===== config.mk =====
export PLATFORM = sky130hd
export DESIGN_NAME = swm_cell
export DESIGN_NICKNAME = d
export VERILOG_FILES = /design/src/rtl/core/swm_pkg.sv /design/src/rtl/core/swm_cell.sv
export SDC_FILE = /design/constraint.sdc
export NUM_CORES = 1
export LEC_CHECK = 0
export BUFFER_PORTS_ARGS = -buffer_cell sky130_fd_sc_hd__buf_2
export CAP_MARGIN = 0
export CORE_MARGIN = 3
export CORE_UTILIZATION = 43
export DETAILED_ROUTE_END_ITERATION = 16
export PLACE_DENSITY = 0.83
export SKIP_LAST_GASP = 1
export SLEW_MARGIN = 5
export SYNTH_ARGS = -nofsm -noshare
export SYNTH_HDL_FRONTEND = slang
export SYNTH_SLANG_ARGS = --single-unit

===== constraint.sdc =====
create_clock -name clk -period 7.4 [get_ports clk]
set_clock_uncertainty 0.1 [all_clocks]
set_input_delay 1.48 -clock clk [delete_from_list [all_inputs] [get_ports clk]]
set_output_delay 1.48 -clock clk [all_outputs]
set_load 0.01 [all_outputs]

===== src/rtl/core/swm_pkg.sv =====
package swm_pkg;

  localparam int MAX_WINDOW_DEF  = 64;
  localparam int SAMPLE_BITS_DEF = 32;
  localparam int CFG_BITS        = 7;

  localparam logic [CFG_BITS-1:0] WINDOW_SIZE_RESET = 7'd1;

  // Where a cell's content goes in the next sorted order.
  typedef struct packed {
    logic up;
    logic stay;
    logic down;
  } swm_move_t;

endpackage


===== src/rtl/core/swm_cell.sv =====
module swm_cell #(
  parameter int SAMPLE_BITS = swm_pkg::SAMPLE_BITS_DEF,
  parameter int AW          = 6
) (
  input  logic                          clk,
  input  logic                          rst_n,
  input  logic                          shift_en,
  input  logic                          clear,
  input  logic signed [SAMPLE_BITS-1:0] sample,
  input  logic signed [SAMPLE_BITS-1:0] old_val,
  input  logic                          full,
  input  logic [AW-1:0]                 last_age,
  input  swm_pkg::swm_move_t            left_move,
  input  logic signed [SAMPLE_BITS-1:0] left_val,
  input  logic [AW-1:0]                 left_age,
  input  logic                          left_valid,
  input  swm_pkg::swm_move_t            right_move,
  input  logic signed [SAMPLE_BITS-1:0] right_val,
  input  logic [AW-1:0]                 right_age,
  input  logic                          right_valid,
  output swm_pkg::swm_move_t            own_move,
  output logic signed [SAMPLE_BITS-1:0] val,
  output logic [AW-1:0]                 age,
  output logic                          valid,
  output logic                          del
);
  import swm_pkg::*;

  logic signed [SAMPLE_BITS-1:0] val_r, val_nxt;
  logic [AW-1:0]                 age_r, age_nxt;
  logic                          valid_r, valid_nxt;
  logic                          above_del;
  logic                          below_new;

  // Cells are kept in ascending order; among equal values the younger sits lower.
  assign del       = valid_r && full && (age_r == last_age);
  assign above_del = full && (val_r > old_val);
  assign below_new = val_r < sample;

  always_comb begin
    own_move = '0;
    if (!valid_r) begin
      own_move.up   = !full;
      own_move.stay = full;
    end else if (!del) begin
      own_move.up   = !below_new && !above_del;
      own_move.down = below_new && above_del;
      own_move.stay = below_new == above_del ? 1'b0 : 1'b1;
    end
  end

  always_comb begin
    if (left_move.up) begin
      val_nxt   = left_val;
      age_nxt   = left_age + AW'(1);
      valid_nxt = left_valid;
    end else if (own_move.stay) begin
      val_nxt   = val_r;
      age_nxt   = age_r + AW'(1);
      valid_nxt = valid_r;
    end else if (right_move.down) begin
      val_nxt   = right_val;
      age_nxt   = right_age + AW'(1);
      valid_nxt = right_valid;
    end else begin
      val_nxt   = sample;
      age_nxt   = '0;
      valid_nxt = 1'b1;
    end
  end

  always_ff @(posedge clk) begin
    if (!rst_n) begin
      valid_r <= 1'b0;
    end else if (clear) begin
      valid_r <= 1'b0;
    end else if (shift_en) begin
      valid_r <= valid_nxt;
    end
  end

  always_ff @(posedge clk) begin
    if (shift_en) begin
      val_r <= val_nxt;
      age_r <= age_nxt;
    end
  end

  assign val   = val_r;
  assign age   = age_r;
  assign valid = valid_r;

endmodule


==> results of run 1 <==
-- sequential cells by signal, summed over array words and instances (netlist names) --
| signal | cells |
|---|---|
| age | 6 |
| val | 32 |
| valid | 1 |
-- layer usage --
layer	global-route usage	routed length, um	part of all wire
met5	0	0	0
met4	0.0575	192	0.017
met3	0.0362	750	0.066
met2	0.399	5660	0.50
met1	0.247	4830	0.42
-- per-stage QoR --
| stage | setup slack [ns] | hold WS (ns) | std cells | util | instance area (um^2) |
|---|---|---|---|---|---|
| after floorplan | 1.54 | 0.514 | 451 | - | 3960 |
| after global placement | 1.80 | 0.515 | 745 | 0.572 | 5060 |
| after detailed placement | 1.78 | 0.526 | 745 | 0.572 | 5060 |
| after CTS | 1.78 | 0.540 | 753 | 0.587 | 5190 |
| after global routing | 1.55 | 0.580 | 753 | 0.587 | 5190 |
| final | 1.77 | 0.532 | 753 | 0.587 | 5190 |
-- layout make-up --
class                   count  area, um^2  share of cell area
multi-input cells         332        2510               0.483
flip-flops and latches     39        1160               0.224
repair buffers            199        1000               0.193
inverters                  67         251              0.0485
well taps                 108         135              0.0260
clock buffers               6        72.6              0.0140
clock inverters             2        60.1              0.0116
-- synth_stat cells, drive strengths merged (8+ instances only) --
library cell	number	area [um^2]
ha	68	851
a21oi	24	120
nand4	8	50.1
o21ai	43	215
nor2	9	33.8
mux2i	32	320
xnor2	13	114
clkbuf	10	37.5
nand3	12	60.1
inv	67	251
nand2	59	221
edfxtp	38	1140
-- cell families after synthesis --
kind of cell	Yosys count
mux	33
compound gates	97
fa+ha+maj	68
buf+inv	80
flops	39
xor+xnor	20
simple gates	114
-- where the power goes --
| group | internal (W) | leakage (nW) | switching [W] |
|---|---|---|---|
| Sequential | 0.000265 | 0.379 | 0.0000172 |
| Clock | 0.000135 | 0.0654 | 0.0000797 |
| Combinational | 0.000111 | 2.34 | 0.000124 |
-- final timing paths --
kind,startpoint,endpoint,cells after the start
worst max-delay path,old_val[14],own_move[1],14
worst min-delay path,valid,valid,2
worst max register to register,val[14],val[18],12
worst min register to register,valid,valid,2
-- critical path: stages --
cell and delay, ns:
buf_2 0.08, inv_1 0.04, ha_1 0.31, nand4_1 0.14, or4_1 0.57, a21o_1 0.17, a31o_1 0.21, a21oi_1 0.15
nor2_1 0.08, ha_1 0.27, nand2_1 0.05, o22ai_1 0.11, buf_4 0.23, buf_2 0.16
==> run metrics, run 1 <==
NumNets Final=slightly below 900; commonest cells after routing, fill and taps aside=197 x buf_2, 68 x ha_1, 67 x inv_1, 59 x nand2_1, 41 x o21ai_0; Yosys cell types=49; Fillers=between 700 and 800; Overflow after GRT=0; Synth Flop Type=edfxtp_1; Final setup viols=0; Post-synth EDFFs=38; Post-Synthesis Cell Area=just under 4000 um^2; Synth Area in Compound Gates=0.146; DRT iter0 DRCs=~150; #FFs+latches synth=39; total track usage=0.213; Syn Area/Cell=8.78 um^2; Longest Clk Path Bufs=2; RSZ-0062 raised after global routing=false; die span in x=just over 100 um; Post-Synth Adder-Cell Area=0.215; DRC Markers=0; Post-CTS Setup Repair Bufs=0; # resized after CTS=0; share of cells above drive strength 1=0.326; vias per cell=approximately 5.2; Ports=202; Final HPWL DP=9.44 mm; synth warn=0; Max Slew Vio Count=0; Slew HR=0.212; total of max-cap violations=0; Setup CP Type=primary input to output pin; FFs w/ async S/R, synth=0; power consumption=0.000733 W; wire per inst=about 15 um; simple-gate area share of the yosys netlist=0.142; clock transition at the registers of the reported paths=roughly 0.080 ns; Cells after Synth=451; initial antenna violation count=0; ANT cells=0; full die area=about 10000 um^2; IO buf count=197; GPL Wtd Cong=0.933; worst-path fanout max=14; first-pass GRT wire length=17.7 mm; Hold Crit Class=register to register; Detailed Route WL=11.4 mm; Clock Sinks=39; Clock Tree Root=clkbuf_8; antenna-violating nets left=0; vias in the first global route=4020; CP arrival=roughly 4.1 ns; starting density of the core=0.448; reg-to-reg slack, setup=3.24 ns; fmax=178 MHz; count of hold-fix buffers inserted at cts=0; via count=~4000; drt first pass iters=4; commonest non-fill, non-tap cell in the layout=buf_2; Final Hold Fails=0; largest net degree at the start of global routing=77; CTS tree=yes; leak pwr=about 2.8 nW; outcome=finished, final reports clean; Syn Nets=678; clock latency on the worst-skew pair=0.29 ns; Setup TNS Final=0 ns; WP data required=5.82 ns; mux cell area share after synthesis=0.0837; min Tclk post-route=5.63 ns; die height=102 um; peak supply drop=0.0851 mV; main combinational cell family by area after synthesis=adder cells; register area share after synthesis=0.293; Startpoint Class=primary input; actual slew at the worst max-slew pin=around 1.2 ns; row count=34; xor/xnor share of the synthesized area=0.0442; PD cells=141 nW/um^2; P&R area growth vs syn=31.1%; Num CTS Buffers=5; final clock period utilization by the worst path=0.761; core area=8850 um^2; CP Capture Type=output pin; H-tree depth=2
Power figures use the tool's default switching activity.
==> run 2: changes to the inputs <==
==> constraint.sdc (replaced) <==
create_clock -name clk -period 5.2 [get_ports clk]
set_clock_uncertainty 0.1 [all_clocks]
set_input_delay 1.04 -clock clk [delete_from_list [all_inputs] [get_ports clk]]
set_output_delay 1.04 -clock clk [all_outputs]
set_load 0.01 [all_outputs]
==> run 2 against run 1 <==
  * Flip-flop and latch count did not move
  * Critical endpoint unchanged
  * Non-clock buffer count grew 2
  * Final area unchanged
  * Combinational power rose by 42%
  * Utilization stayed put
  * Wire length fell by 3.0%
  * First-iteration DRC count is 30% lower
  * Final cell count increased by 0.27%
  * Register-to-register slack worse by 1.7 ns
  * Via count increased by 1.2%
  * Hold slack lost 0.0095 ns
  * Sequential share of layout area is the same
==> run metrics, run 2 (synthesis gave the netlist of run 1 again) <==
outcome=finished, final reports clean (unchanged); leak pwr=2.79 nW (was 2.78 nW); Longest Clk Path Bufs=2 (unchanged); Hold Crit Class=register to register (unchanged); die span in x=102 um (unchanged); P&R area growth vs syn=31.1% (unchanged); antenna-violating nets left=0 (unchanged); max reg flops=32 (unchanged); Slew HR=0.272 (was 0.212); Final setup viols=0 (unchanged); row count=34 (unchanged); total track usage=0.206 (was 0.213); actual slew at the worst max-slew pin=1.09 ns (was 1.18 ns); hold endpoint=valid (unchanged); Clock Sinks=39 (unchanged); Register-to-Register Path Depth=13 (was 12); full die area=10400 um^2 (unchanged); die height=102 um (unchanged); Clock Tree Root=clkbuf_8 (unchanged); clock latency on the worst-skew pair=0.29 ns (about the same); Setup TNS Final=0 ns (unchanged); CP Capture Type=output pin (unchanged); drt first pass iters=4 (unchanged); pre-CTS setup slack=0.494 ns (was 1.78 ns); peak supply drop=0.167 mV (was 0.0851 mV); commonest non-fill, non-tap cell in the layout=buf_2 (unchanged); reg2reg end=val[17] (was val[18]); final worst setup slack=0.491 ns (was 1.77 ns); Num CTS Buffers=5 (unchanged); launch point of the worst reg-to-reg path=val[14] (unchanged); fmax=about 210 MHz; Hold Crit Start=valid (unchanged); clock transition at the registers of the reported paths=0.08 ns (about the same); vias per cell=5.24 (was 5.19); share of cells above drive strength 1=0.329 (was 0.326); Setup CP Type=primary input to output pin (unchanged); initial antenna violation count=0 (unchanged); H-tree depth=2 (unchanged); # resized after CTS=0 (unchanged); Overflow after GRT=0 (unchanged); Startpoint Class=primary input (unchanged); starting density of the core=0.448 (unchanged); WP data required=4.06 ns (was 5.82 ns); final clock period utilization by the worst path=0.905; GPL Wtd Cong=0.970 (was 0.933); wire per inst=14.7 um (was 15.2 um); count of hold-fix buffers inserted at cts=0 (unchanged); min Tclk post-route=around 4.7 ns; via count=3957 (was 3909); hold path depth=2 (unchanged); PD cells=193 nW/um^2 (was 141 nW/um^2); ANT cells=0 (unchanged); CP arrival=3.57 ns (was 4.05 ns); Final HPWL DP=9.36 mm (was 9.44 mm); RSZ-0062 raised after global routing=false (unchanged); largest net degree at the start of global routing=77 (unchanged); Final Hold Fails=0 (unchanged); Post-CTS Setup Repair Bufs=0 (unchanged); first-pass GRT wire length=17.1 mm (was 17.7 mm); vias in the first global route=3862 (was 4020); worst-path fanout max=3 (was 14); Detailed Route WL=11.1 mm (was 11.4 mm); IO buf count=197 (unchanged); reg-to-reg slack, setup=1.52 ns (was 3.24 ns); total of max-cap violations=0 (unchanged); CTS tree=yes (unchanged); Ports=202 (unchanged); commonest cells after routing, fill and taps aside=197 x buf_2, 68 x ha_1, 67 x inv_1, 59 x nand2_1, 41 x o21ai_0 (unchanged); Max Slew Vio Count=0 (unchanged); DRC Markers=0 (unchanged); NumNets Final=873 (was 871); core area=8850 um^2 (unchanged); DRT iter0 DRCs=103 (was 147)
[run 2: changes by cell type in the layout (fill, tap and decap cells not counted), sizes merged]
cell    delta
clkinv     +1
buf        +2
bufinv     -1
[run 2: worst max-delay path by stage]
| stage | endpoint | from | slack, ns | cells past startpoint |
|---|---|---|---|---|
| after floorplan | val[0] | old_val[14] | 0.46 | 13 |
| after global placement | own_move[1] | old_val[14] | 0.54 | 13 |
| after detailed placement | own_move[1] | old_val[15] | 0.49 | 13 |
| after CTS | own_move[1] | old_val[15] | 0.48 | 13 |
| after global routing | own_move[1] | old_val[15] | 0.38 | 13 |
| final | own_move[1] | old_val[14] | 0.49 | 13 |
[run 2: critical path, cell delays in order]
cell     delay [ns]
buf_2          0.08
inv_1          0.03
ha_1           0.31
nand4_1        0.14
or4_1          0.58
a21o_1         0.18
a31o_1         0.21
a21oi_1        0.16
nor2_1         0.07
ha_1           0.26
nand2_1        0.05
o22ai_1        0.26
buf_2          0.20
[run 2: per-stage QoR]
stage               total power, W  hold WS [ns]  std cells  utilization  area, um^2
detailed placement        0.000743         0.514        747        0.573        5070
global route               0.00108         0.608        755        0.587        5190
floorplan                 0.000595         0.514        451            -        3960
CTS                        0.00101         0.528        755        0.587        5190
finish                     0.00100         0.522        755        0.587        5190
global placement          0.000727         0.512        747        0.573        5070
[run 2: cell type report]
| class | count | area, um^2 |
|---|---|---|
| Clock buffer | 6 | 82.6 |
| Tap cell | 108 | 135 |
| Timing Repair Buffer | 201 | 1020 |
| Sequential cell | 39 | 1160 |
| Fill cell | 781 | 3660 |
| Multi-Input combinational cell | 332 | 2510 |
| Clock inverter | 2 | 35.0 |
| Inverter | 67 | 251 |
[run 2: metal layers]
metal	up-vias	track usage	share of wire
met5	-	0	0
met4	0	0.0535	0.017
li1	1998	-	-
met2	151	0.386	0.50
met3	18	0.0314	0.066
met1	1790	0.243	0.42
[run 2: power breakdown]
group / total (W) / switching, W / internal [W]
combinational: 0.000334 / 0.000174 / 0.000160
sequential: 0.000401 / 0.0000241 / 0.000377
clock: 0.000266 / 0.000111 / 0.000155
total: 0.00100 / 0.000309 / 0.000692
